### config.mk
export PLATFORM = sky130hd
export DESIGN_NAME = pair_stack_with_search_core
export DESIGN_NICKNAME = d
export VERILOG_FILES = /design/src/hw/rtl/pstk_pkg.sv /design/src/hw/rtl/pstk_store.sv /design/src/hw/rtl/pstk_ctrl.sv /design/src/hw/rtl/pair_stack_with_search_core.sv
export SDC_FILE = /design/constraint.sdc
export NUM_CORES = 2
export LEC_CHECK = 0
export ABC_AREA = 1
export BUFFER_PORTS_ARGS = -buffer_cell sky130_fd_sc_hd__buf_4
export CAP_MARGIN = 20
export CORE_ASPECT_RATIO = 1.2
export CORE_UTILIZATION = 55
export DETAILED_ROUTE_END_ITERATION = 8
export PLACE_DENSITY = 0.77
export SKIP_CTS_REPAIR_TIMING = 1
export SLEW_MARGIN = 20
export SYNTH_ARGS = -nofsm -noshare
export SYNTH_HDL_FRONTEND = slang
export SYNTH_SLANG_ARGS = --single-unit
### constraint.sdc
create_clock -name clk -period 10.5 [get_ports clk]
set_input_delay 0 -clock clk [delete_from_list [all_inputs] [get_ports clk]]
set_output_delay 0 -clock clk [all_outputs]
set_load 0.03 [all_outputs]
### src/hw/rtl/pstk_pkg.sv
// Shared types and constants for the pair stack with search.
`timescale 1ns / 1ps

package pstk_pkg;

  // Stack geometry
  localparam int STACK_DEPTH = 32;
  localparam int IDX_W       = (STACK_DEPTH > 1) ? $clog2(STACK_DEPTH) : 1;
  localparam int CNT_W       = $clog2(STACK_DEPTH + 1);
  localparam int VAL_W       = 32;

  // Command codes
  typedef enum logic [1:0] {
    OP_PUSH  = 2'd0,
    OP_POP   = 2'd1,
    OP_FIND  = 2'd2,
    OP_PRINT = 2'd3
  } op_t;

  // Result kind codes
  typedef enum logic [1:0] {
    KIND_FOUND     = 2'd0,
    KIND_NOT_FOUND = 2'd1,
    KIND_ENTRY     = 2'd2,
    KIND_FULL      = 2'd3
  } kind_t;

  // One stored entry
  typedef struct packed {
    logic signed [VAL_W-1:0] first;
    logic signed [VAL_W-1:0] second;
  } pair_t;

  // Storage port request from the controller
  typedef struct packed {
    logic             wr_en;
    logic [IDX_W-1:0] wr_addr;
    pair_t            wr_data;
    logic             rd_en;
    logic [IDX_W-1:0] rd_addr;
  } mem_req_t;

endpackage

### src/hw/rtl/pstk_store.sv
// Entry storage: one write port, one read port with registered read data.
`timescale 1ns / 1ps

module pstk_store import pstk_pkg::*; (
  input  logic     clk,
  input  mem_req_t req,
  output pair_t    rd_data
);

  pair_t mem [STACK_DEPTH];

  // Write port
  always_ff @(posedge clk) begin
    if (req.wr_en) begin
      mem[req.wr_addr] <= req.wr_data;
    end
  end

  // Registered read port
  always_ff @(posedge clk) begin
    if (req.rd_en) begin
      rd_data <= mem[req.rd_addr];
    end
  end

endmodule

### src/hw/rtl/pstk_ctrl.sv
// Command sequencer: stack pointer, entry walk, pair compare and result registers.
`timescale 1ns / 1ps

module pstk_ctrl import pstk_pkg::*; (
  input  logic                    clk,
  input  logic                    rst,
  input  logic                    start,
  output logic                    busy,
  input  logic [1:0]              opcode,
  input  logic signed [VAL_W-1:0] first_value,
  input  logic signed [VAL_W-1:0] second_value,
  output mem_req_t                req,
  input  pair_t                   rd_data,
  output logic                    strobe,
  output logic [1:0]              kind,
  output logic signed [VAL_W-1:0] entry_first,
  output logic signed [VAL_W-1:0] entry_second,
  output logic                    last
);

  typedef enum logic [1:0] {
    ST_IDLE,
    ST_SCAN,
    ST_DRAIN
  } state_t;

  state_t           state;
  logic [CNT_W-1:0] count;
  logic [IDX_W-1:0] ptr;
  logic             is_find;
  pair_t            key;
  logic             hit;
  logic             data_vld;
  logic             data_last;

  logic accept;
  logic full;
  logic ptr_last;
  logic eq;
  logic hit_next;
  logic strobe_next;

  assign busy   = (state != ST_IDLE);
  assign accept = start && (state == ST_IDLE);
  assign full   = (count == CNT_W'(STACK_DEPTH));

  // Last stored entry reached by the walk
  assign ptr_last = ((CNT_W'(ptr) + CNT_W'(1)) == count);

  // Shared pair compare on the entry just read
  assign eq       = (rd_data == key);
  assign hit_next = hit || eq;

  // A result goes out for a refused push, a find on an empty stack,
  // every printed entry and the end of a find walk
  assign strobe_next = (accept && (opcode == OP_PUSH) && full)
                    || (accept && (opcode == OP_FIND) && (count == '0))
                    || (((state == ST_SCAN) || (state == ST_DRAIN)) && data_vld
                        && (!is_find || data_last));

  // Storage requests: push writes on top, the walk reads one entry a cycle
  always_comb begin
    req.wr_en          = accept && (opcode == OP_PUSH) && !full;
    req.wr_addr        = count[IDX_W-1:0];
    req.wr_data.first  = first_value;
    req.wr_data.second = second_value;
    req.rd_en          = (state == ST_SCAN);
    req.rd_addr        = ptr;
  end

  // Sequencer and result registers
  always_ff @(posedge clk) begin
    if (rst) begin
      state     <= ST_IDLE;
      count     <= '0;
      ptr       <= '0;
      hit       <= 1'b0;
      data_vld  <= 1'b0;
      data_last <= 1'b0;
      strobe    <= 1'b0;
    end else begin
      strobe <= strobe_next;
      case (state)
        ST_IDLE: begin
          data_vld <= 1'b0;
          if (accept) begin
            case (opcode)
              OP_PUSH: begin
                if (full) begin
                  kind         <= KIND_FULL;
                  entry_first  <= '0;
                  entry_second <= '0;
                  last         <= 1'b1;
                end else begin
                  count <= count + CNT_W'(1);
                end
              end
              OP_POP: begin
                if (count != '0) begin
                  count <= count - CNT_W'(1);
                end
              end
              OP_FIND: begin
                key.first  <= first_value;
                key.second <= second_value;
                is_find    <= 1'b1;
                hit        <= 1'b0;
                ptr        <= '0;
                if (count == '0) begin
                  kind         <= KIND_NOT_FOUND;
                  entry_first  <= '0;
                  entry_second <= '0;
                  last         <= 1'b1;
                end else begin
                  state <= ST_SCAN;
                end
              end
              default: begin
                is_find <= 1'b0;
                ptr     <= '0;
                if (count != '0) begin
                  state <= ST_SCAN;
                end
              end
            endcase
          end
        end

        ST_SCAN, ST_DRAIN: begin
          // Handle the entry read in the previous cycle
          if (data_vld) begin
            if (is_find) begin
              hit <= hit_next;
              if (data_last) begin
                kind         <= hit_next ? KIND_FOUND : KIND_NOT_FOUND;
                entry_first  <= '0;
                entry_second <= '0;
                last         <= 1'b1;
              end
            end else begin
              kind         <= KIND_ENTRY;
              entry_first  <= rd_data.first;
              entry_second <= rd_data.second;
              last         <= data_last;
            end
          end
          // Issue the next read, or finish
          if (state == ST_SCAN) begin
            data_vld  <= 1'b1;
            data_last <= ptr_last;
            ptr       <= ptr + IDX_W'(1);
            if (ptr_last) begin
              state <= ST_DRAIN;
            end
          end else begin
            data_vld <= 1'b0;
            state    <= ST_IDLE;
          end
        end

        default: begin
          state <= ST_IDLE;
        end
      endcase
    end
  end

endmodule

### src/hw/rtl/pair_stack_with_search_core.sv
// Top level of the pair stack with search.
`timescale 1ns / 1ps

// A bounded stack of signed 32-bit pairs, STACK_DEPTH entries deep, driven by
// one command per transaction (start high while busy is low). Push and pop
// leave busy low; a push on a full stack answers with a full result on the
// next cycle. Find and print walk the stored entries from bottom to top
// through one read port, one entry per cycle, keeping busy high while they
// run (busy stays low on an empty stack). Find answers found or not
// found once the whole walk is done; print streams one result per cycle, the
// final one marked by last. Every result is shown for exactly one cycle with
// strobe high and must be taken then: there is no way to stall the outputs.
module pair_stack_with_search_core import pstk_pkg::*; (
  input  logic                    clk,
  input  logic                    rst,
  input  logic                    start,
  output logic                    busy,
  input  logic [1:0]              opcode,
  input  logic signed [VAL_W-1:0] first_value,
  input  logic signed [VAL_W-1:0] second_value,
  output logic                    strobe,
  output logic [1:0]              kind,
  output logic signed [VAL_W-1:0] entry_first,
  output logic signed [VAL_W-1:0] entry_second,
  output logic                    last
);

  mem_req_t req;
  pair_t    rd_data;

  // Entry storage
  pstk_store u_store (
    .clk     (clk),
    .req     (req),
    .rd_data (rd_data)
  );

  // Command sequencer
  pstk_ctrl u_ctrl (
    .clk          (clk),
    .rst          (rst),
    .start        (start),
    .busy         (busy),
    .opcode       (opcode),
    .first_value  (first_value),
    .second_value (second_value),
    .req          (req),
    .rd_data      (rd_data),
    .strobe       (strobe),
    .kind         (kind),
    .entry_first  (entry_first),
    .entry_second (entry_second),
    .last         (last)
  );

endmodule

# After elaboration in Yosys (flattened, before gate mapping)
# Memories as Yosys holds them, arrays and structs flattened. A register that Yosys moved wholly into a read port is not among the register bits.
# Cells that the tools add are included.
# classes
muxes	52
add_sub_neg	4
n_bitwise	2
eq_ne	22
n_reduce_logical	32
# op_table
operator	n
two-way mux 32 bit	8
one-hot mux 32 bit (2 select lines)	3
equality test 64 bit	1
two-way mux 2 bit	11
one-hot mux 2 bit (2 select lines)	4
two-way mux 5 bit	3
inequality test 3 bit, second input constant	5
AND reduction 5 bit	3
two-way mux 1 bit	14
two-way mux 6 bit	2
one-hot mux 6 bit (2 select lines)	1
AND reduction 4 bit	3
one-hot mux 1 bit (2 select lines)	5
one-hot mux 5 bit (2 select lines)	1
logical AND 1 bit	8
inequality test 2 x 1 -> 1 bit, second input constant	4
inequality test 2 bit, second input constant	4
AND reduction 8 bit	1
adder 5 x 1 -> 6 bit, second input constant	1
adder 6 x 1 -> 6 bit, second input constant	1
equality test 6 bit	1
equality test 6 bit, second input constant	1
logical NOT 6 bit	1
inequality test 3 x 2 -> 1 bit, second input constant	2
other kinds (12)	24
# totals
ram_bits	2048
regBits	149
input_bits	69
mem_count	1
# memory_table
name	words	word_bits	rd	rd_clocked_by_memory_dff	wr	line	rtl
u_store.mem	32	64	1	1	1	pstk_store.sv:10	pair_t mem [STACK_DEPTH];

# Depth between registers and ports, before layout
# logic_depth
word_depth	7
depth_mapped	14
depth_no_buf	12

# Modules after synthesis
# A second synthesis with hierarchy kept.
# hier_totals
cells_unflattened	7582
area_unflattened_um2	91051.1
# by_module_without_submodules
mod	cells_per_inst	seq_area_each_um2	n_inst	area_per_inst_um2
pstk_store	6768	63420.8	1	83662.7
pstk_ctrl	814	4304.1	1	7388.3

# Least setup slack after synthesis
# Ideal clock, no wire load.
# synth_timing
path_type	register -> register
startpoint	reg u_ctrl.state[0]
endpoint	mem u_store.mem[0][0] in the netlist's numbering, enable pin
t_arrival_ns	6.816
path_buffers	0
stages_incl_launch_ff	5
path_slack_ns	3.040
cell_sequence	dfxtp_1 > inv_1 > ha_1 > nand3_1 > nor4_1
# synth_between
elab_chain_cells	6
# synth_lines
element	line	rtl
start, declared	pstk_ctrl.sv:27	state_t state;
start signal, assigned	pstk_ctrl.sv:74	state <= ST_IDLE;
start signal, assigned	pstk_ctrl.sv:115	state <= ST_SCAN;
start signal, assigned	pstk_ctrl.sv:122	state <= ST_SCAN;
logical NOT 2 bit	pstk_ctrl.sv:44	assign accept = start && (state == ST_IDLE);
logical AND 1 bit	pstk_ctrl.sv:44	
logical AND 1 bit (2 in series)	pstk_ctrl.sv:63	req.wr_en = accept && (opcode == OP_PUSH) && !full;
two-way mux 1 bit	pstk_store.sv:14	if (req.wr_en) begin
two-way mux 1 bit (implied by the code)	pstk_store.sv:15	mem[req.wr_addr] <= req.wr_data;
end, declared	pstk_store.sv:10	
# Every way passes these cells.

==> impl_metrics.csv <==
group,metric,value,unit
floorplanning,coreArea,159000,um^2
floorplanning,rows,160,
timing,setup_slack,5598,ps
worst_setup_path,critPathRequiredTime,11210,ps
global_route,grt_pass1_wl,350.6,mm
routing,detail_route.wl_per_cell,26.70,um
routing,drt_iter0_drc,9392,
yosys,synthTopCellsByArea,"edfxtp_1 76%, nor2_1 5.7%, o21ai_0 5.6%, o22ai_1 3.7%, nand2_1 2.1%",
power_and_ir_drop,combPwrFrac,17.0,%
yosys,netlist.top_cell.by_area,"edfxtp_1",
worst_setup_path,critPathLaunchType,"flip-flop",
worst_setup_path,path_class,"reg -> reg",
yosys,synth-seq-cells,2261,
worst_setup_path,endpoint_kind,"flip-flop",
floorplanning,initial_core_util,55.58,%
clock_network,cts_sinks,2261,
worst_setup_path,ff2ff_path_depth,9,
worst_setup_path,cp-endpoint,"u_store.rd_data[26]$_DFFE_PP_",
cells_and_area,syn2layout_area_growth,10.96,%
power_and_ir_drop,power_switching,5.963,mW
timing,post-route-min-period,4902,ps
routing,vias,58440,
global_route,overflow,0,
clock_network,cts-htree-levels,4,
power_and_ir_drop,powerDensity,212.9,nW/um^2
power_and_ir_drop,ir_worst_vdd,0.0002395,V
cells_and_area,n_fill_cell,11351,
worst_setup_path,r2r-start,"u_ctrl.ptr[0]$_SDFFE_PP0P_",
yosys,syn_inst,6725,
yosys,syn-num-nets,6804,
timing,clock.fmax,204.0,MHz
clock_network,tritoncts,"done",
place,port_buffers,137,
yosys,synth_seq_area_share,76.66,%
status,status,"complete, no violations",
place,dp_hpwl,121.5,mm
floorplanning,die_area,162200,um^2
timing,slew_headroom,18.42,%
worst_setup_path,cp_max_fo,232,
worst_setup_path,arrival,5620,ps
cells_and_area,drive_gt1_share,8.080,%
worst_setup_path,reg2reg_slack,5600,ps
cells_and_area,final_util,61.67,%
floorplanning,fp.dieW,367.9,um
routing,wl,241.7,mm
timing,maxSlewViolCount,0,
worst_hold_path,hp-class,"in -> reg",
cells_and_area,fin_nets,6859,
timing,worst_pin_slew,1224,ps
global_route,grt_pass1_vias,55679,
routing,drt-pass1-iter-count,8,
timing,finalHoldViolCount,0,
global_route,track_usage,29.16,%
routing,ant_nets,0,
timing,period_share,46.68,%
floorplanning,io_pins,138,
clock_network,cts-buffers-inserted,199,
power_and_ir_drop,netSwitchingFraction,28.57,%
yosys,avgSynthCellArea,13.14,um^2
clock_network,clk_latency,870,ps
timing,tns,0,ps
power_and_ir_drop,seq_power_share,49.4,%
place,dp_slack,5916,ps
global_route,antenna_found_initial,7,
yosys,synth.top_cell.area_share,76.28,%
timing,rsz0062_at_grt,"false",
power_and_ir_drop,power.internal,14.91,mW
clock_network,clockBufferDepth,3,
routing,drc,0,
power_and_ir_drop,power_leakage,32.58,nW
floorplanning,dieHeight,441.0,um
yosys,synth_warnings,0,
yosys,syn_area,88340,um^2
routing,via_per_inst,6.457,
job,drv_cap,0,
yosys,synth_cell_types,30,
clock_network,cts.clk_slew.worst_paths,60,ps
global_route,grt_max_degree,240,
clock_network,cts_root_buf,"clkbuf_16",
timing,skew,41.84,ps
timing,setup_violations,0,
worst_setup_path,timing.rr.end,"u_store.rd_data[26]$_DFFE_PP_",
worst_setup_path,cp-startpoint,"u_ctrl.ptr[0]$_SDFFE_PP0P_",
place,place.gp.congestion,0.8134,
power_and_ir_drop,p_clk_share,33.6,%
[cells by family (layout without fill, tap and decap cells)]
| group | after synthesis | in the layout | share of synthesized area (%) |
|---|---|---|---|
| flops | 2261 | 2261 | 76.66 |
| simple gates | 1987 | 1987 | 8.647 |
| compound gates | 1846 | 1846 | 11.48 |
| buf+inv | 603 | 821 | 2.882 |
| xor+xnor | 18 | 18 | 0.1785 |
| fa+ha+maj | 10 | 10 | 0.1501 |
| other cells | 0 | 2 | 0 |
[synth_stat cells]
| library cell | instances |
|---|---|
| buf_6 | 6 |
| o221ai_1 | 63 |
| fa_1 | 1 |
| inv_2 | 2 |
| nand4_1 | 1 |
| and2_1 | 1 |
| a21oi_1 | 21 |
| ha_1 | 9 |
| dfxtp_1 | 17 |
| buf_4 | 17 |
| nor3_1 | 4 |
| buf_2 | 137 |
| o21ai_1 | 241 |
| clkbuf_1 | 266 |
| o22ai_1 | 525 |
| xnor2_1 | 1 |
| o21ai_0 | 993 |
| buf_1 | 23 |
| nand2_1 | 505 |
| inv_4 | 1 |
| nor4_1 | 2 |
| edfxtp_1 | 2244 |
| a31oi_1 | 1 |
| o221a_2 | 1 |
| a22oi_1 | 1 |
| nand3_1 | 127 |
| xor2_1 | 17 |
| nand3_2 | 1 |
| nor2_1 | 1346 |
| inv_1 | 151 |
[worst max-delay path, stage by stage, from the launching register on]
cell,delay [ps]
dfxtp_4,930
buf_4,770
buf_12,670
buf_4,870
o21ai_0,240
o22ai_1,270
o21ai_1,110
o22ai_1,220
nand2_1,80
nand2_1,100
[power groups by stage]
stage	logic, mW	registers (mW)	clock network (mW)
2_1_floorplan	2.39	10.5	0
3_3_place_gp	3.30	10.5	0
3_5_place_dp	3.44	10.5	0
4_1_cts	3.47	10.3	7.02
5_1_grt	3.85	10.3	7.35
6_report	3.55	10.3	7.00
[worst min-delay path by stage]
| stage | start | end | cells after the start |
|---|---|---|---|
| global placement | rst | u_ctrl.ptr[4]$_SDFFE_PP0P_ | 2 |
| finish | rst | u_ctrl.is_find$_DFFE_PP_ | 3 |
| global route | rst | u_ctrl.is_find$_DFFE_PP_ | 3 |
| floorplan | second_value[0] | u_ctrl.key[0]$_DFFE_PP_ | 0 |
| CTS | rst | u_ctrl.ptr[4]$_SDFFE_PP0P_ | 2 |
| detailed placement | rst | u_ctrl.ptr[4]$_SDFFE_PP0P_ | 2 |
[placed cells by master (no fill, tap or decap), types with 2 or more instances in the layout]
master / netlist / routed
dlygate4sd3_1: 0 / 71
buf_12: 0 / 5
inv_16: 0 / 2
clkinv_8: 0 / 7
buf_6: 6 / 2
edfxtp_1: 2244 / 2244
bufinv_16: 0 / 9
inv_8: 0 / 2
nor4_2: 0 / 2
diode_2: 0 / 2
o21ai_0: 993 / 993
o21ai_1: 241 / 241
inv_1: 151 / 148
o221ai_1: 63 / 63
nand2_1: 505 / 505
buf_4: 17 / 225
clkinv_16: 0 / 2
o22ai_1: 525 / 525
inv_6: 0 / 8
nor2_1: 1346 / 1315
dfxtp_4: 0 / 5
dfxtp_1: 17 / 12
ha_1: 9 / 8
clkbuf_1: 266 / 45
clkinv_2: 0 / 46
xor2_1: 17 / 17
nor2_4: 0 / 31
nor3_1: 4 / 3
clkinv_1: 0 / 38
nand3_1: 127 / 127
clkinvlp_4: 0 / 6
clkbuf_8: 0 / 4
clkbuf_16: 0 / 200
a21oi_1: 21 / 21
[layout make-up]
class	instances	area [um^2]	area share, %
inverters	154	623.1	0.6357
clock buffers	249	5229	5.334
multi-input cells	3861	18330	18.70
well taps	2106	2635	2.688
diodes	2	5.005	0.005106
clock inverters	115	933.4	0.9522
flip-flops and latches	2261	67740	69.11
repair buffers	303	2522	2.573
[layer usage]
metal  global-route usage (%)  vias up  share of wire (%)  routed length [um]
li1                         -    24837                  -                   -
met1                    38.39    28352                 35               85680
met2                    47.07     4514                 48              115000
met3                    5.579      733                 12               29760
met4                    13.83        4                4.6               11210
met5                        0        -             0.0095                  23
[stage by stage]
stage / power, mW / area [um^2] / std cells / hold slack, ps
3_5_place_dp: 13.94 / 91140 / 8614 / 254.0
2_1_floorplan: 12.92 / 88340 / 6725 / 98.87
4_1_cts: 20.80 / 97310 / 8978 / -657.5
3_3_place_gp: 13.80 / 91140 / 8614 / 241.4
5_1_grt: 21.52 / 98020 / 9050 / 70.97
6_report: 20.87 / 98030 / 9051 / 53.48
[registers in the layout, indices dropped and copies added, names as in the netlist, 2 cells and up]
register / flops
u_ctrl.count: 6
u_ctrl.entry_first: 32
u_ctrl.entry_second: 32
u_ctrl.key: 64
u_ctrl.kind: 2
u_ctrl.ptr: 5
u_ctrl.state: 2
u_store.mem: 2048
u_store.rd_data: 64
Note: power is estimated with default switching activity, not from simulation.
